`src/ohacc_div.sv`:
```
`timescale 1ns / 1ps
// ----------------------------------------------------------------------------
// ohacc_div
// Restoring divider, one quotient bit per cycle, for a preset step count.
// ----------------------------------------------------------------------------
module ohacc_div (
  input  logic        clk_i,
  input  logic        rst_ni,
  input  logic        start_i,
  input  logic [31:0] rem_i,
  input  logic [31:0] low_i,
  input  logic [5:0]  steps_i,
  input  logic [31:0] den_i,
  output logic        done_o,
  output logic [31:0] quot_o
);

  logic [31:0] rem_q, low_q, den_q, quot_q;
  logic [5:0]  cnt_q;
  logic        busy_q, done_q;
  logic [32:0] shifted, diff;

  // shift in the next dividend bit and try the subtract
  assign shifted = {rem_q, low_q[31]};
  assign diff    = shifted - {1'b0, den_q};

  // control
  always_ff @(posedge clk_i or negedge rst_ni) begin
    if (!rst_ni) begin
      busy_q <= 1'b0;
      done_q <= 1'b0;
    end else begin
      done_q <= 1'b0;
      if (start_i) begin
        busy_q <= 1'b1;
      end else if (busy_q && cnt_q == 6'd1) begin
        busy_q <= 1'b0;
        done_q <= 1'b1;
      end
    end
  end

  // quotient recurrence
  always_ff @(posedge clk_i) begin
    if (start_i) begin
      rem_q  <= rem_i;
      low_q  <= low_i;
      den_q  <= den_i;
      quot_q <= '0;
      cnt_q  <= steps_i;
    end else if (busy_q) begin
      rem_q  <= diff[32] ? shifted[31:0] : diff[31:0];
      quot_q <= {quot_q[30:0], ~diff[32]};
      low_q  <= low_q << 1;
      cnt_q  <= cnt_q - 6'd1;
    end
  end

  assign done_o = done_q;
  assign quot_o = quot_q;

endmodule

```
`config.mk`:
```
export PLATFORM = sky130hd
export DESIGN_NAME = ohacc_div
export DESIGN_NICKNAME = d
export VERILOG_FILES = /design/src/ohacc_div.sv
export SDC_FILE = /design/constraint.sdc
export NUM_CORES = 1
export LEC_CHECK = 0
export ABC_CLOCK_PERIOD_IN_PS = 2780
export BUFFER_PORTS_ARGS = -buffer_cell sky130_fd_sc_hd__buf_2
export CORE_UTILIZATION = 35
export CTS_BUF_LIST = sky130_fd_sc_hd__clkbuf_8
export DETAILED_ROUTE_END_ITERATION = 8
export SYNTH_ARGS = -nofsm -noshare
export SYNTH_HDL_FRONTEND = slang
export SYNTH_SLANG_ARGS = --single-unit
```
`constraint.sdc`:
```
create_clock -name clk_i -period 2.78 [get_ports clk_i]
set_input_delay 0.278 -clock clk_i [delete_from_list [all_inputs] [get_ports clk_i]]
set_output_delay 0.278 -clock clk_i [all_outputs]
set_load 0.05 [all_outputs]
```
==> results of run 1 <==
==> Yosys cell counts (all sizes together) (4+ instances only) <==
cell	instances	area [um^2]
a211oi	9	77.6
a21o	9	67.6
a21oi	33	165
a22oi	5	37.5
and2	6	37.5
buf	10	56.3
clkbuf	24	90.1
dfxtp	32	641
edfxtp	102	3060
ha	34	425
inv	47	176
mux2	32	360
mux2i	35	350
nand2	54	203
nand2b	5	31.3
nand3	6	30.0
nand3b	22	165
nor2	52	195
nor2b	10	62.6
nor3	8	40.0
o211ai	8	60.1
o21a	4	30.0
o21ai	30	165
o21bai	4	30.0
o311ai	15	131
o31ai	6	50.1
xnor2	14	123
xor2	16	159
==> worst max-delay path, stage by stage, from the launching register on <==
cell       delay, ps
edfxtp_1         350
inv_2             40
ha_2             190
fa_2             340
nand2b_4         160
a21oi_4          190
o21ai_4          110
a2111oi_4        380
o21ai_4          100
xor2_4           190
buf_12           160
buf_8            130
a221o_1          300
==> repair_timing <==
action,in CTS,in global routing
pin swaps,16,6
hold endpoints to repair,33,1
gates resized for setup,39,23
setup endpoints to repair,31,33
buffers inserted,6,4
hold buffers,32,1
==> where the power goes <==
part           switching, mW  total, mW  internal (mW)
sequential             0.211       2.88           2.67
clock                  0.919       1.78          0.865
combinational           2.63       5.32           2.68
==> routing by layer <==
layer	share of wire [%]	up-vias
met4	1.5	0
li1	-	2945
met2	46	122
met3	5.8	14
met1	47	2729
met5	0	-
==> sequential cells by signal, summed over array words and instances (netlist names) <==
| register | count |
|---|---|
| rem_q | 32 |
| cnt_q | 6 |
| busy_q | 1 |
| quot_o | 32 |
| done_o | 1 |
| low_q | 32 |
| den_q | 32 |
==> cells by family after synthesis <==
logic type / Yosys count / share of synthesized area, %
muxes: 67 / 9.60
AOI/OAI and AO/OA: 146 / 14.0
and+or+nand+nor: 176 / 11.5
adders and majority gates: 35 / 6.02
DFF: 136 / 50.7
buffers and inverters: 81 / 4.36
xor gates and xnor gates: 30 / 3.80
==> area by class of cell <==
class | instances | area share [%]
clock inverter | 14 | 1.77
tap | 270 | 3.37
timing repair buffer | 255 | 17.6
antenna | 1 | 0.0249
inverter | 47 | 1.79
sequential | 136 | 37.4
clock buffer | 18 | 2.47
multi-input combinational | 454 | 35.5
==> through the flow <==
step           power, mW  std cells  hold slack [ps]  worst slack, ps
4_1_cts             9.80       1189             4.95             -161
3_5_place_dp        7.51       1119             62.9             -241
2_1_floorplan       5.84        671            -17.6             3.94
6_report            9.98       1195             88.8             -117
3_3_place_gp        7.46       1119             63.1             -165
5_1_grt             10.7       1194             64.8             -242
==> worst max path at each step <==
stage | slack (ps) | from | endpoint | cells past startpoint
3_3_place_gp | -170 | rem_q[10] | rem_q[18] | 10
6_report | -120 | low_q[31] | rem_q[18] | 12
5_1_grt | -240 | low_q[31] | rem_q[18] | 12
2_1_floorplan | 4 | rem_q[16] | rem_q[18] | 11
3_5_place_dp | -240 | rem_q[18] | rem_q[8] | 10
4_1_cts | -160 | low_q[31] | rem_q[18] | 12
==> reports/qor.csv, run 1 <==
stage,metric,value,unit
clock_network,cts_tree,yes,
floorplan,pin_count,138,
clock_network,clockRootBuffer,clkbuf_8,
placed_design,gp_congestion,0.819,
logic_synthesis,syn_nets,811,
placed_design,dpl.hpwl,12500,um
final_layout,layout_commonest_cell,buf_2,
timing,period_share,104,%
setup_path,critPathRequiredTime,2980,ps
clock_network,clk_pin_slew,90,ps
timing,clock.fmax,345,MHz
final_layout,fillCellCount,1914,
setup_path,worstRegToRegCells,12,
min_path,whs_endpoint,den_q[30],
global_route,grt_pass1_wl,28700,um
timing,hold_violations,0,
placed_design,port_buffers,137,
global_route,grt_max_degree,134,
run_status,status,"complete, but fails checks",
logic_synthesis,synth_edf_count,102,
clock_network,cts_buffer_depth,2,
final_layout,final_cell_mix,"buf_2, edfxtp_1, buf_4, nand2_1, nor2_1",
timing,setup-tns-final,-1430,ps
final_layout,finish.instance_area,10000,um^2
job,cap_violations,0,
global_route,antenna_found_initial,1,
logic_synthesis,yosysUniqueCellTypes,62,
logic_synthesis,syn_inst,671,
routing,firstDrtPassIters,5,
setup_path,worstReg2RegStart,low_q[31],
routing,remaining_drc_errors,0,
min_path,hold_start,start_i,
setup_path,worstPathMaxFanout,8,
final_layout,multi_input_area,3570,um^2
floorplan,die_x,147,um
pwr,vdd_ir_drop_max,0.417,mV
routing,ant_nets,0,
timing,drv_slew,0,
routing,vias,5810,
clock_network,clock_sinks,136,
pwr,p_leak,4.49,nW
setup_path,path_class,flip-flop to flip-flop,
logic_synthesis,async_reset_ff_share,1.47,%
logic_synthesis,yosys_warnings,0,
global_route,met1_usage,21.2,%
floorplan,chipHeight,147,um
setup_path,critPathCaptureType,flip-flop,
placed_design,place_area,8980,um^2
final_layout,final_util,49.0,%
routing,wl,17600,um
final_layout,syn_to_final_growth,35.6,%
timing,relSlewSlack,59.2,%
timing,setup_viol,29,
logic_synthesis,synth_ff_type,edfxtp_1,
logic_synthesis,synth_area,7400,um^2
floorplan,start_util,36.1,%
global_route,gr-usage-all-layers,16.9,%
timing,fin_crit,2900,ps
routing,vias_per_cell,4.86,
routing,drtIter0Drc,219,
timing,skew,12.0,ps
logic_synthesis,synth_area_per_cell,11.0,um^2
setup_path,crit_arrival,3100,ps
clock_network,cts-buffers-inserted,17,
min_path,hp-class,primary input to flip-flop,
global_route,gr-usage-met2,27.3,%
final_layout,layout-drive-gt1-share,36.5,%
min_path,hold_depth,1,
logic_synthesis,ys_seq_area_share,50.7,%
logic_synthesis,yosys_register_bits,136,
floorplan,core_area,20500,um^2
global_route,grt.overflow.total,0,
setup_path,r2r_end,rem_q[18],
clock_network,cts_max_level,4,
floorplan,die_area,21700,um^2
setup_path,crit_path_start_kind,flip-flop,
final_layout,seqCellArea,3750,um^2
setup_path,rrSetupSlack,-120,ps
routing,wl_per_cell,14.7,um
floorplan,num_rows,52,
run_status,violations,setup timing,
clock_network,clk_latency,460,ps
global_route,grt_pass1_vias,5898,
timing,rsz0062_at_grt,yes,
global_route,use_met3,5.65,%
timing,worst_pin_slew,612,ps
final_layout,final_nets,1051,
global_route,top_usage_layer,met2,
timing,final.setup.worst_slack,-117,ps
pwr,p_per_area,995,nW/um^2
No activity file was read; power rests on OpenSTA's default activity.
==> inputs of run 2 (changes only) <==
--- a/config.mk
+++ b/config.mk
@@ -5,6 +5,7 @@
 export SDC_FILE = /design/constraint.sdc
 export NUM_CORES = 1
 export LEC_CHECK = 0
+export ABC_AREA = 1
 export ABC_CLOCK_PERIOD_IN_PS = 2780
 export BUFFER_PORTS_ARGS = -buffer_cell sky130_fd_sc_hd__buf_2
 export CORE_UTILIZATION = 35
==> run 2 against run 1 <==
Final cell count is 38% higher. Clock power about the same. Wire length grew 27%. Worst setup slack improved by 340 ps. Global-route usage grew 1.8 points. Core utilization shrank 5.3 points. Die area up 15%. Non-clock buffer count decreased by 74. The run now ends clean. Maximum frequency rose by 13%. Via count up 30%. Largest power group unchanged.
==> reports/qor.csv, run 2 <==
stage,metric,value,unit
run_status,status,"finished, final reports clean",
timing,setup-tns-final,0,ps
routing,vias,7578,
routing,vias_per_cell,4.58,
placed_design,port_buffers,137,
setup_path,crit_arrival,2780,ps
logic_synthesis,synth_ff_type,edfxtp_1,
timing,holdWs,52.6,ps
global_route,grt_pass1_vias,7259,
global_route,grt_pass1_wl,35900,um
routing,wl_per_cell,13.5,um
setup_path,path_cells,inv_1 -> ha_1 -> fa_1 -> inv_1 -> nand2_1 -> nand2_1 -> nand3_1 -> nand2_2 -> nand2_2 -> nand2_2 -> nand2_4 -> nand2_4 -> nand2_8 -> nand2_8 -> nand2_2 -> nand3_1 -> nand2_1,
setup_path,r2r_end,rem_q[22],
clock_network,clockRootBuffer,clkbuf_8,
final_layout,syn_to_final_growth,21.5,%
setup_path,critPathRequiredTime,3000,ps
pwr,vdd_ir_drop_max,0.404,mV
timing,hold_violations,0,
final_layout,multi_input_area,3780,um^2
timing,clock.fmax,391,MHz
timing,period_share,92.0,%
clock_network,cts_max_level,4,
setup_path,crit_slowest_cell,fa_1,
logic_synthesis,ys_seq_area_share,44.1,%
logic_synthesis,synth_area_per_cell,7.42,um^2
final_layout,seqCellArea,3750,um^2
global_route,antenna_found_initial,4,
floorplan,pin_count,138,
logic_synthesis,syn_inst,1146,
setup_path,critPathCaptureType,flip-flop,
placed_design,gp_congestion,0.932,
logic_synthesis,syn_nets,1286,
setup_path,rrSetupSlack,220,ps
final_layout,fillCellCount,2527,
timing,worst_pin_slew,745,ps
final_layout,instances_no_fill,1653,
routing,firstDrtPassIters,5,
clock_network,cts_buffer_depth,2,
floorplan,num_rows,56,
timing,setup_viol,0,
floorplan,die_area,24900,um^2
final_layout,layout-drive-gt1-share,17.4,%
floorplan,die_x,158,um
global_route,grt_max_degree,67,
setup_path,cpMostUsedCell,nand2_2,
logic_synthesis,synth_area,8500,um^2
global_route,gr-usage-all-layers,18.7,%
logic_synthesis,synth.top_cell.area_share,36.0,%
logic_synthesis,yosys.area.top_type,edfxtp_1,
routing,remaining_drc_errors,0,
setup_path,worstReg2RegStart,low_q[31],
clock_network,clock_sinks,136,
clock_network,cts-buffers-inserted,17,
routing,drtIter0Drc,416,
final_layout,layout_commonest_cell,nand2_1,
clock_network,clk_latency,470,ps
timing,relSlewSlack,50.4,%
floorplan,chipHeight,158,um
floorplan,start_util,35.9,%
final_layout,final_nets,1459,
pwr,p_leak,5.40,nW
min_path,hp-class,primary input to flip-flop,
setup_path,critPathLaunch,low_q[31],
pwr,finalPower,9.91,mW
timing,skew,14.3,ps
clock_network,cts_tree,yes,
routing,wl,22400,um
setup_path,crit_end,rem_q[22],
logic_synthesis,synth_common_cells,"nand2_1, inv_1, edfxtp_1, nand3_1, nor2_1",
logic_synthesis,yosysUniqueCellTypes,38,
final_layout,final_cell_mix,"nand2_1, inv_1, buf_2, edfxtp_1, nand3_1",
logic_synthesis,synth_most_common_cell,nand2_1,
logic_synthesis,synth_edf_count,102,
setup_path,worstPathMaxFanout,20,
setup_path,crit_path_start_kind,flip-flop,
timing,rsz0062_at_grt,no,
placed_design,placed_cells,1585,
logic_synthesis,yosys_warnings,0,
placed_design,dpl.hpwl,16500,um
clock_network,cts_setup_buffers,0,
job,cap_violations,0,
logic_synthesis,ys_top_cells_by_area,"edfxtp_1, nand2_1, inv_1, dfxtp_1, nand3_1",
logic_synthesis,async_reset_ff_share,1.47,%
routing,ant_nets,0,
floorplan,core_area,23700,um^2
logic_synthesis,yosys_register_bits,136,
setup_path,worstRegToRegCells,17,
setup_path,critPathMaxStageDelay,410,ps
global_route,grt.overflow.total,0,
timing,drv_slew,0,
clock_network,clk_pin_slew,110,ps
pwr,p_per_area,959,nW/um^2
timing,fin_crit,2560,ps
setup_path,path_class,flip-flop to flip-flop,
## run 2: timing repair
action / CTS / global route
resized for setup: 0 / 2
hold buffers: 33 / 0
endpoints found under the setup margin: 0 / 5
endpoints found under the hold margin: 34 / 0
## run 2: stage by stage
stage | area [um^2] | utilization [%] | setup slack (ps)
after floorplan | 8500 | - | 484
after global placement | 9530 | 40.2 | 270
after detailed placement | 9530 | 40.2 | 174
after CTS | 10300 | 43.5 | 169
after global routing | 10300 | 43.6 | 4.80
final | 10300 | 43.6 | 222
## run 2: where the power goes
| group | switching (mW) | internal, mW |
|---|---|---|
| registers | 0.209 | 2.64 |
| clock network | 1.07 | 0.708 |
| logic | 3.44 | 1.84 |
| total | 4.72 | 5.19 |
## run 2: area by class of cell
type | instances | share of cell area [%]
repair buffers | 181 | 10.8
clock inverters | 15 | 2.00
clock buffers | 17 | 2.26
inverters | 224 | 8.15
well taps | 319 | 3.86
diodes | 2 | 0.0484
multi-input cells | 759 | 36.6
flip-flops and latches | 136 | 36.3
## run 2: routing by layer
layer	wire [um]	GRT usage, %
met5	8	0
met4	284	4.44
met3	1430	5.12
met2	10100	30.5
met1	10500	24.4
## run 2: worst min path at each step
| stage | slack, ps | cells after the start | from | endpoint |
|---|---|---|---|---|
| CTS | 30 | 3 | low_i[0] | low_q[0] |
| floorplan | -20 | 0 | rst_ni | busy_q |
| detailed placement | 70 | 1 | rst_ni | busy_q |
| global route | 40 | 3 | low_i[0] | low_q[0] |
| finish | 50 | 3 | low_i[0] | low_q[0] |
| global placement | 60 | 1 | rst_ni | busy_q |
## run 2: critical path: cells and delay by family, from the launching register on
kind,cells,cell delay (ps)
buffers and inverters,2,170
flip-flops,1,340
adder cells (fa/ha/maj),2,630
AND/OR/NAND/NOR,13,1190
## run 2: cell families after synthesis
| family | after synthesis | synth area share, % |
|---|---|---|
| AND/OR/NAND/NOR | 640 | 32.6 |
| buffers and inverters | 252 | 11.7 |
| flip-flops | 136 | 44.1 |
| AO/OA/AOI/OAI | 72 | 5.18 |
| adder cells (fa/ha/maj) | 35 | 5.24 |
| XOR/XNOR | 11 | 1.13 |
