`src/ohacc_sqrt.sv`:
```
`timescale 1ns / 1ps
// ----------------------------------------------------------------------------
// ohacc_sqrt
// Iterative floor square root of a 64-bit value, one result bit per cycle.
// ----------------------------------------------------------------------------
module ohacc_sqrt (
  input  logic        clk_i,
  input  logic        rst_ni,
  input  logic        start_i,
  input  logic [63:0] x_i,
  output logic        done_o,
  output logic [31:0] root_o
);

  logic [63:0] x_q, res_q, bit_q;
  logic [64:0] trial;
  logic        busy_q, done_q;

  // trial subtract of the current candidate
  assign trial = {1'b0, x_q} - ({1'b0, res_q} + {1'b0, bit_q});

  // control
  always_ff @(posedge clk_i or negedge rst_ni) begin
    if (!rst_ni) begin
      busy_q <= 1'b0;
      done_q <= 1'b0;
    end else begin
      done_q <= 1'b0;
      if (start_i) begin
        busy_q <= 1'b1;
      end else if (busy_q && bit_q == 64'd1) begin
        busy_q <= 1'b0;
        done_q <= 1'b1;
      end
    end
  end

  // root recurrence
  always_ff @(posedge clk_i) begin
    if (start_i) begin
      x_q   <= x_i;
      res_q <= '0;
      bit_q <= 64'd1 << 62;
    end else if (busy_q) begin
      if (!trial[64]) begin
        x_q   <= trial[63:0];
        res_q <= (res_q >> 1) + bit_q;
      end else begin
        res_q <= res_q >> 1;
      end
      bit_q <= bit_q >> 2;
    end
  end

  assign done_o = done_q;
  assign root_o = res_q[31:0];

endmodule

```
`config.mk`:
```
export PLATFORM = sky130hd
export DESIGN_NAME = ohacc_sqrt
export DESIGN_NICKNAME = d
export VERILOG_FILES = /design/src/ohacc_sqrt.sv
export SDC_FILE = /design/constraint.sdc
export NUM_CORES = 1
export LEC_CHECK = 0
export ABC_AREA = 1
export BUFFER_PORTS_ARGS = -buffer_cell sky130_fd_sc_hd__buf_4
export CORE_ASPECT_RATIO = 1.75
export CORE_MARGIN = 4
export CORE_UTILIZATION = 41
export DETAILED_ROUTE_END_ITERATION = 8
export GPL_ROUTABILITY_DRIVEN = 0
export HOLD_SLACK_MARGIN = 0.15
export SETUP_SLACK_MARGIN = 0.2
export SYNTH_ARGS = -nofsm -noshare
export SYNTH_HDL_FRONTEND = slang
export SYNTH_SLANG_ARGS = --single-unit
```
`constraint.sdc`:
```
create_clock -name clk_i -period 5.7 [get_ports clk_i]
set_input_delay 0.285 -clock clk_i [delete_from_list [all_inputs] [get_ports clk_i]]
set_output_delay 0.285 -clock clk_i [all_outputs]
set_load 0.005 [all_outputs]
```
==> results of run 1 <==
-- worst paths after layout --
check / from / to / slack [ns]
setup / recovery: res_q[10]$_SDFFE_PP0P_ / res_q[20]$_SDFFE_PP0P_ / 1.26
hold / removal: x_i[50] / x_q[50]$_DFFE_PP_ / 0.17
setup reg to reg: res_q[10]$_SDFFE_PP0P_ / res_q[20]$_SDFFE_PP0P_ / 1.26
hold reg to reg: res_q[0]$_SDFFE_PP0P_ / res_q[0]$_SDFFE_PP0P_ / 0.49
max in group asynchronous: rst_ni / busy_q$_DFFE_PN0P_ / 4.87
min in group asynchronous: rst_ni / busy_q$_DFFE_PN0P_ / 0.69
-- through the flow --
| step | std cells | hold WS (ns) | setup slack, ns |
|---|---|---|---|
| 5_1_grt | 3708 | 0.158 | 0.938 |
| 3_5_place_dp | 3627 | 0.0697 | 1.33 |
| 6_report | 3708 | 0.165 | 1.26 |
| 3_3_place_gp | 3627 | 0.0669 | 1.40 |
| 4_1_cts | 3708 | 0.151 | 1.33 |
| 2_1_floorplan | 3063 | -0.0106 | 1.33 |
-- logic make-up after synthesis --
group | after synthesis | synth area share
buffers and inverters | 673 | 0.150
AOI/OAI and AO/OA | 377 | 0.114
adders and majority gates | 161 | 0.123
xor gates and xnor gates | 39 | 0.0186
and+or+nand+nor | 1651 | 0.382
DFF | 162 | 0.212
-- cell type report --
cell class,count,area share
inverter,550,0.101
sequential,162,0.192
clock inverter,13,0.00738
timing repair buffer,164,0.0672
clock buffer,19,0.0218
multi-input combinational,2228,0.575
tap,572,0.0352
-- flip-flops by register name, indices dropped and copies added, names as in the netlist --
register / cells
res_q: 64
x_q: 64
bit_q: 32
busy_q: 1
done_o: 1
-- routing by layer --
layer	part of all wire	up-vias	GRT usage
met5	0	-	0
met4	0.090	0	0.211
met3	0.045	248	0.0249
met2	0.49	727	0.486
met1	0.38	9090	0.308
li1	-	9771	-
-- layout by cell type, fill, tap and decap left out, drive strengths merged, types with 30 or more instances in the layout --
master / instances
a21oi: 216
buf: 115
dfxtp: 96
dlygate4sd3: 49
edfxtp: 64
fa: 33
ha: 128
inv: 555
nand2: 949
nand3: 307
nor2: 283
nor3: 30
o21ai: 97
-- worst min-delay path: cells and delay by family --
kind,cells,cell delay (ns)
buffers and inverters,1,0.08
and+or+nand+nor,2,0.15
-- power groups by stage --
| stage | logic, mW | clock network, mW | registers [mW] |
|---|---|---|---|
| floorplan | 7.37 | 0 | 2.05 |
| global placement | 9.63 | 0 | 2.27 |
| detailed placement | 9.73 | 0 | 2.28 |
| CTS | 9.81 | 1.25 | 2.25 |
| global route | 11.1 | 1.28 | 2.32 |
| finish | 9.96 | 1.23 | 2.27 |
-- repair_timing --
item,4_1_cts,5_1_grt
hold buffers,49,0
hold endpoints to repair,49,0
gates resized for setup,0,0
==> qor.csv, run 1 <==
stage,metric,value,unit
timing,rsz0062_at_grt,no,
timing,min_period,4.44,ns
synth,yosys-top-cells-area,"nand2_1, inv_1, dfxtp_1, edfxtp_1, ha_1",
global_routing,grt.total_usage,0.277,
power_and_ir_drop,powerDensity,662,nW/um^2
synth,syn_inst,3063,
synth,synth_flop_cell,dfxtp_1,
floorplan,die_w,168,um
hold_path,hold_depth,3,
floorplan,core_area,44300,sq um
critical_path,path_depth,19,
route,wl_per_cell,18.5,um
critical_path,path_cells,inv_1 -> fa_1 -> ha_1 -> nand2_1 -> inv_1 -> nand2_1 -> nand2_1 -> a21oi_1 -> nand2_2 -> nand2_2 -> nand2_2 -> nand2_4 -> nand2_4 -> nand2_4 -> nand2_2 -> buf_12 -> nand2_1 -> nand3_1 -> a21oi_1,
route,drt-pass1-iter-count,6,
cells_and_area,syn_to_final_growth,10.9,%
critical_path,r2r_cells,19,
clocking,cts_setup_buffers,0,
clocking,cts_made_buffers,17,
critical_path,cpPeakStageDelay,0.61,ns
timing,fmax,0.225,GHz
clocking,clkTransAtPathRegs,0.08,ns
synth,synth_edf_count,64,
run_status,status,finished clean,
power_and_ir_drop,comb_power_share,0.740,
global_routing,grt_pass1_vias,19300,
global_routing,grt_max_degree,79,
clocking,cts_sinks,162,
clocking,cts_tree,yes,
power_and_ir_drop,seqPwrFrac,0.168,
run,cap_violations,0,
cells_and_area,fill_cells,4644,
clocking,clk_latency,0.47,ns
cells_and_area,n_antenna_cell,0,
route,drc,0,
power_and_ir_drop,clockPowerShare,0.091,
place,place_area,19300,sq um
critical_path,cp_slowest_cell,dfxtp_1,
critical_path,critPathRequiredTime,6.08,ns
place,portBuffers,99,
critical_path,worst-setup-path-type,register to register,
synth,yosys.area.top_type,nand2_1,
critical_path,arrival,4.82,ns
synth,synth_top_area_share,0.189,
timing,maxSlewHeadroom,0.387,
power_and_ir_drop,power,13.5,mW
synth,synth_most_common_cell,nand2_1,
critical_path,path_buf_inv,3,
global_routing,grt_first_pass_wirelength,104000,um
critical_path,crit_family,simple AND/OR/NAND/NOR gates,
power_and_ir_drop,p_leak,9.83,nW
power_and_ir_drop,power.switching,7.57,mW
place,post-dp-hpwl,55100,um
synth,synthesis.area,18400,sq um
synth,avgSynthCellArea,5.99,sq um
floorplan,die_area,48300,sq um
cells_and_area,nNetsFinal,3351,
critical_path,critPathMaxFanout,58,
timing,tightestPinTransition,0.910,ns
power_and_ir_drop,ir_worst_vdd,595,uV
timing,clock-skew-final,0.0185,ns
timing,fin_crit_sh,0.779,
cells_and_area,drive_gt1_frac,0.0740,
synth,synthArstFlopShare,0.0123,
cells_and_area,seq_area,3900,sq um
floorplan,dieHeight,288,um
cells_and_area,final_cell_area,20300,sq um
route,ant_nets,0,
timing,hold_viol,0,
timing,slew_viol_final,0,
cells_and_area,multiInputGateArea,11700,sq um
hold_path,hp-class,primary input to register,
route,vias_per_cell,5.35,
critical_path,crit_path_end_kind,register,
power_and_ir_drop,sw_frac_of_total,0.563,
synth,ys_ff_latch,162,
clocking,h-tree-depth,4,
power_and_ir_drop,intPower,5.89,mW
clocking,cts_root_buffer,clkbuf_16,
floorplan,start_util,0.414,
route,dr.first_iter.drc_count,1362,
synth,synth_nets,3291,
global_routing,grt-ovfl-total,0,
synth,yosysSeqAreaShare,0.212,
route,via_count,19800,
critical_path,critPathLaunchType,register,
synth,synthTopCellsByCount,"nand2_1, inv_1, nand3_1",
timing,finalSetupViolCount,0,
floorplan,row_count,102,
timing,final.setup.tns,0,ns
floorplan,ios,100,
synth,yosys_warnings,0,
route,drt-total-wl,68600,um
cells_and_area,fin_util,0.459,
clocking,ctsLongestPathBuffers,2,
synth,yosysUniqueCellTypes,47,
global_routing,antenna_found_initial,0,
(Power assumes the default switching activity.)
==> run 2: changes to the inputs <==
==> constraint.sdc (replaced) <==
create_clock -name clk_i -period 4.2 [get_ports clk_i]
set_input_delay 0.21 -clock clk_i [delete_from_list [all_inputs] [get_ports clk_i]]
set_output_delay 0.21 -clock clk_i [all_outputs]
set_load 0.005 [all_outputs]
==> qor.csv, run 2 (same netlist as run 1, synthesis figures left out) <==
stage,metric,value,unit,change
floorplan,ios,100,,unchanged
critical_path,critPathLaunchType,register,,
cells_and_area,drive_gt1_frac,0.0821,,+0.00812
global_routing,antenna_found_initial,1,,+1
critical_path,crit_top_cell,nand2_2,,
cells_and_area,multiInputGateArea,11700,sq um,about the same
power_and_ir_drop,ir_worst_vdd,784,uV,+32%
critical_path,critPathRequiredTime,4.32,ns,-1.76 ns
floorplan,die_w,168,um,unchanged
timing,hold_slack,0.211,ns,+0.0461 ns
cells_and_area,final_common_cell,nand2_1,,
timing,min_period,3.74,ns,-0.706 ns
critical_path,arrival,3.86,ns,-0.96 ns
run_status,status,finished clean,,
timing,slew_viol_final,0,,unchanged
place,place_area,19500,sq um,+1.2%
timing,final.setup.tns,0,ns,unchanged
route,wl_per_cell,18.6,um,+0.49%
critical_path,cpPeakStageDelay,0.50,ns,-0.11 ns
clocking,cts_tree,yes,,
cells_and_area,layout_common_cells,"nand2_1, inv_1, nand3_1",,
global_routing,grt-ovfl-total,0,,unchanged
route,ant_nets,0,,unchanged
clocking,ctsLongestPathBuffers,2,,unchanged
route,dr.first_iter.drc_count,1624,,+19%
cells_and_area,n_antenna_cell,0,,unchanged
run,cap_violations,0,,unchanged
global_routing,grt.total_usage,0.285,,+0.00788
place,post-dp-hpwl,55900,um,+1.4%
global_routing,grt_max_degree,95,,+20%
timing,fin_crit_sh,0.889,,+0.110
timing,fmax,0.268,GHz,+19%
critical_path,path_cells,inv_1 -> fa_1 -> inv_1 -> ha_1 -> inv_1 -> nand2_1 -> inv_1 -> fa_1 -> nand2_1 -> nand2_1 -> nand2_2 -> nand2_2 -> nand2_2 -> nand2_2 -> nand2_2 -> nand2_2 -> nand2_2 -> nand2_4 -> nand3_2 -> nand3_1 -> nand2_4 -> buf_16,,
global_routing,grt_pass1_vias,19700,,+2.1%
cells_and_area,nNetsFinal,3394,,+1.3%
power_and_ir_drop,powerDensity,893,nW/um^2,+35%
cells_and_area,final_cell_area,20700,sq um,+2.0%
route,drt-pass1-iter-count,6,,unchanged
clocking,cts_made_buffers,17,,unchanged
clocking,clkTransAtPathRegs,0.08,ns,about the same
timing,rsz0062_at_grt,yes,,
cells_and_area,syn_to_final_growth,13.1,%,
timing,finalSetupViolCount,0,,unchanged
critical_path,critPathMaxFanout,64,,+10%
clocking,clk_latency,0.46,ns,about the same
place,portBuffers,99,,unchanged
cells_and_area,fill_cells,4647,,+0.065%
route,via_count,20000,,+0.72%
route,drt-total-wl,69800,um,+1.7%
clocking,h-tree-depth,4,,unchanged
clocking,cts_root_buffer,clkbuf_16,,
floorplan,start_util,0.414,,unchanged
timing,hold_viol,0,,unchanged
cells_and_area,top_regs,"res_q x64, x_q x64, bit_q x32",,
floorplan,core_area,44300,sq um,unchanged
floorplan,row_count,102,,unchanged
critical_path,cp_slowest_cell,fa_1,,
floorplan,dieHeight,288,um,unchanged
cells_and_area,seq_area,3900,sq um,unchanged
clocking,cts_sinks,162,,unchanged
floorplan,die_area,48300,sq um,unchanged
timing,setup_ws,0.465,ns,-0.794 ns
power_and_ir_drop,power,18.5,mW,+38%
clocking,cts_setup_buffers,0,,unchanged
route,drc,0,,unchanged
timing,tightestPinTransition,0.993,ns,+0.0831 ns
power_and_ir_drop,p_leak,10.1,nW,+2.3%
critical_path,crit_path_end_kind,register,,
route,vias_per_cell,5.33,,-0.43%
place,detailedPlace.worstSlack,0.351,ns,-0.984 ns
timing,clock-skew-final,0.0177,ns,-0.000732 ns
critical_path,worst-setup-path-type,register to register,,
timing,maxSlewHeadroom,0.338,,-0.0490
hold_path,hp-class,primary input to register,,
global_routing,grt_first_pass_wirelength,108000,um,+3.5%
[run 2: cell count changes in the layout (fill, tap and decap cells not counted), sizes merged]
cell,change
buf,+27
inv,+4
clkbuf,-2
bufinv,-2
dlygate4sd3,+16
[run 2: repair_timing]
| action | 4_1_cts | 5_1_grt |
|---|---|---|
| gates resized for setup | 0 | 4 |
| endpoints found under the setup margin | 0 | 14 |
| hold buffers | 65 | 0 |
| hold endpoints to repair | 65 | 0 |
[run 2: critical path, delay by kind of cell, from the launching register on]
family,cells,cell delay [ns]
AND/OR/NAND/NOR,14,1.39
flip-flops,1,0.35
adder cells (fa/ha/maj),3,1.02
buffers and inverters,5,0.59
[run 2: through the flow]
stage	util	std cells
after floorplan	-	3063
after global placement	0.440	3654
after detailed placement	0.440	3654
after CTS	0.468	3751
after global routing	0.469	3751
final	0.469	3751
[run 2: area by class of cell]
cell class,instances,share of cell area
repair buffers,207,0.0855
clock inverters,15,0.00772
well taps,572,0.0345
flip-flops and latches,162,0.188
inverters,550,0.0995
clock buffers,17,0.0205
multi-input cells,2228,0.564
[run 2: path summary, 6_finish.rpt]
check                           depth (start not counted)                    end             startpoint  slack [ns]
worst min register to register                          2  res_q[0]$_SDFFE_PP0P_  res_q[0]$_SDFFE_PP0P_        0.49
max in group asynchronous                               3     busy_q$_DFFE_PN0P_                 rst_ni        3.46
worst min-delay path                                    2  res_q[1]$_SDFFE_PP0P_                start_i        0.21
worst max-delay path                                   22       x_q[3]$_DFFE_PP_  res_q[0]$_SDFFE_PP0P_        0.46
worst max register to register                         22       x_q[3]$_DFFE_PP_  res_q[0]$_SDFFE_PP0P_        0.46
min in group asynchronous                               3     busy_q$_DFFE_PN0P_                 rst_ni        0.60
[run 2: metal layers]
layer	share of wire	global-route usage
met3	0.042	0.0217
met2	0.50	0.513
met1	0.39	0.329
met5	0	0
met4	0.068	0.167
[run 2: report_power, final]
part,switching [mW],internal (mW)
Combinational,9.16,4.82
Sequential,0.472,2.48
Clock,0.805,0.797
Total,10.4,8.09
==> run 3: changes to the inputs <==
--- a/config.mk
+++ b/config.mk
@@ -8,11 +8,12 @@
 export ABC_AREA = 1
 export BUFFER_PORTS_ARGS = -buffer_cell sky130_fd_sc_hd__buf_4
 export CORE_ASPECT_RATIO = 1.75
-export CORE_MARGIN = 4
+export CORE_MARGIN = 5
 export CORE_UTILIZATION = 41
 export DETAILED_ROUTE_END_ITERATION = 8
 export GPL_ROUTABILITY_DRIVEN = 0
 export HOLD_SLACK_MARGIN = 0.15
+export RECOVER_POWER = 50
 export SETUP_SLACK_MARGIN = 0.2
 export SYNTH_ARGS = -nofsm -noshare
 export SYNTH_HDL_FRONTEND = slang
==> qor.csv, run 3 (same netlist as run 1, synthesis figures left out) <==
stage,metric,value,unit,change
run_status,status,"finished, violations left",,
run_status,violations,"max-capacitance violations, max-slew violations",,
clocking,cts_sinks,162,,unchanged
timing,finalSetupViolCount,0,,unchanged
place,portBuffers,99,,unchanged
cells_and_area,nNetsFinal,3396,,+0.059%
critical_path,worst-setup-path-type,primary input to register,,
critical_path,crit_path_end_kind,register,,
timing,fmax,0.258,GHz,-3.8%
critical_path,r2r_end,x_q[49]$_DFFE_PP_,,
timing,clock-skew-final,0.0159,ns,-0.00187 ns
timing,rsz0062_at_grt,yes,,
run,cap_violations,3,,+3
critical_path,r2r_cells,22,,unchanged
critical_path,crit_start,start_i,,
route,drt-pass1-iter-count,6,,unchanged
critical_path,r2r_setup_slack,0.37,ns,-0.09 ns
timing,slew_viol_final,211,,+211
cells_and_area,n_antenna_cell,0,,unchanged
clocking,cts_made_buffers,17,,unchanged
timing,final.setup.tns,0,ns,unchanged
timing,tightestPinTransition,1.69,ns,+0.701 ns
hold_path,min_to,x_q[38]$_DFFE_PP_,,
route,drc,0,,unchanged
hold_path,hp-class,primary input to register,,
hold_path,hold_depth,3,,+1
cells_and_area,drive_gt1_frac,0.0736,,-0.00854
power_and_ir_drop,clockPowerShare,0.094,,+0.008
hold_path,min_from,x_i[38],,
floorplan,core_area,44300,sq um,unchanged
clocking,ctsLongestPathBuffers,2,,unchanged
floorplan,start_util,0.414,,unchanged
critical_path,arrival,4.08,ns,+0.22 ns
power_and_ir_drop,powerDensity,898,nW/um^2,+0.58%
cells_and_area,final_common_cell,nand2_1,,
clocking,cts_root_buffer,clkbuf_16,,
cells_and_area,top_regs,"res_q x64, x_q x64, bit_q x32",,
clocking,cts_tree,yes,,
floorplan,ios,100,,unchanged
route,vias_per_cell,5.34,,+0.22%
clocking,clkTransAtPathRegs,0.07,ns,about the same
power_and_ir_drop,intPower,8.19,mW,+1.2%
route,drt-total-wl,69800,um,about the same
power_and_ir_drop,seqPwrFrac,0.158,,about the same
global_routing,antenna_found_initial,0,,-1
cells_and_area,syn_to_final_growth,12.6,%,
critical_path,critPathMaxFanout,78,,+22%
global_routing,grt_max_degree,83,,-13%
critical_path,crit_top_cell,clkbuf_2,,
cells_and_area,fill_cells,4727,,+1.7%
power_and_ir_drop,p_leak,9.96,nW,-0.98%
floorplan,row_count,102,,unchanged
route,via_count,20000,,+0.28%
critical_path,path_buf_inv,3,,-2
floorplan,dieHeight,290,um,+0.69%
global_routing,grt-ovfl-total,0,,unchanged
power_and_ir_drop,sw_frac_of_total,0.559,,-0.00423
power_and_ir_drop,comb_power_share,0.748,,-0.006
power_and_ir_drop,power.switching,10.4,mW,-0.53%
critical_path,r2r-start,res_q[0]$_SDFFE_PP0P_,,
critical_path,crit_family,buffers and inverters,,
clocking,h-tree-depth,4,,unchanged
global_routing,grt_pass1_vias,19800,,+0.36%
floorplan,die_area,49300,sq um,+1.9%
route,dr.first_iter.drc_count,1803,,+11%
timing,min_period,3.88,ns,+0.147 ns
global_routing,grt_first_pass_wirelength,107000,um,-1.1%
cells_and_area,fin_util,0.467,,-0.00170
route,wl_per_cell,18.6,um,about the same
route,ant_nets,0,,unchanged
critical_path,critPathLaunchType,primary input,,
critical_path,cpPeakStageDelay,1.19,ns,+0.69 ns
critical_path,path_cells,clkbuf_2 -> inv_1 -> clkbuf_2 -> nor2_1 -> a21oi_1,,
global_routing,grt.total_usage,0.278,,-0.00708
power_and_ir_drop,ir_worst_vdd,550,uV,-30%
timing,fin_crit_sh,0.924,,+0.0351
timing,maxSlewHeadroom,-0.130,,-0.468
floorplan,die_w,170,um,+1.2%
clocking,clk_latency,0.46,ns,about the same
cells_and_area,layout_common_cells,"nand2_1, inv_1, nand3_1",,
place,post-dp-hpwl,56100,um,+0.29%
critical_path,cp_slowest_cell,clkbuf_2,,
critical_path,critPathRequiredTime,4.39,ns,+0.07 ns
timing,hold_viol,0,,unchanged
[run 3: worst max-delay path by stage]
stage / endpoint / depth (start not counted) / slack, ns
2_1_floorplan: x_q[0]$_DFFE_PP_ / 20 / 0.42
3_3_place_gp: x_q[62]$_DFFE_PP_ / 20 / 0.34
3_5_place_dp: x_q[62]$_DFFE_PP_ / 20 / 0.33
4_1_cts: x_q[62]$_DFFE_PP_ / 20 / 0.31
5_1_grt: x_q[43]$_DFFE_PP_ / 22 / 0.07
6_report: x_q[46]$_DFFE_PP_ / 5 / 0.32
[run 3: stage by stage]
stage | instance area, sq um | instances | hold slack, ns | setup slack [ns] | power [mW]
finish | 20700 | 3753 | 0.278 | 0.318 | 18.6
global route | 20700 | 3753 | 0.257 | 0.0734 | 20.3
CTS | 20800 | 3753 | 0.251 | 0.313 | 18.5
floorplan | 18400 | 3063 | -0.0856 | 0.415 | 12.8
detailed placement | 19500 | 3656 | 0.00746 | 0.332 | 16.6
global placement | 19500 | 3656 | 0.00837 | 0.340 | 16.4
[run 3: routing by layer]
layer / track usage / part of all wire
met5: 0 / 0
met4: 0.168 / 0.071
met3: 0.0256 / 0.047
met2: 0.497 / 0.50
met1: 0.316 / 0.38
[run 3: tightest hold or removal path, stage by stage]
cell and delay [ns]:
buf_4 0.11, nor2_1 0.14, a31oi_1 0.09
[run 3: power groups by stage]
stage	registers [mW]	logic, mW	clock network [mW]
floorplan	2.77	10.0	0
global placement	2.95	13.5	0
detailed placement	2.96	13.7	0
CTS	2.93	13.8	1.75
global route	2.99	15.5	1.82
finish	2.94	13.9	1.74
[run 3: layout make-up]
| cell class | count | area, sq um | area share |
|---|---|---|---|
| Inverter | 550 | 2060 | 0.0999 |
| Clock inverter | 14 | 188 | 0.00908 |
| Sequential cell | 162 | 3900 | 0.189 |
| Clock buffer | 18 | 429 | 0.0208 |
| Tap cell | 572 | 716 | 0.0346 |
| Multi-Input combinational cell | 2228 | 11700 | 0.566 |
| Timing Repair Buffer | 209 | 1670 | 0.0809 |
[run 3: repair_timing]
item / CTS / global route
setup buffers: 0 / 0
hold buffers: 65 / 0
setup endpoints to repair: 0 / 49
gates resized for setup: 0 / 3
endpoints found under the hold margin: 65 / 0
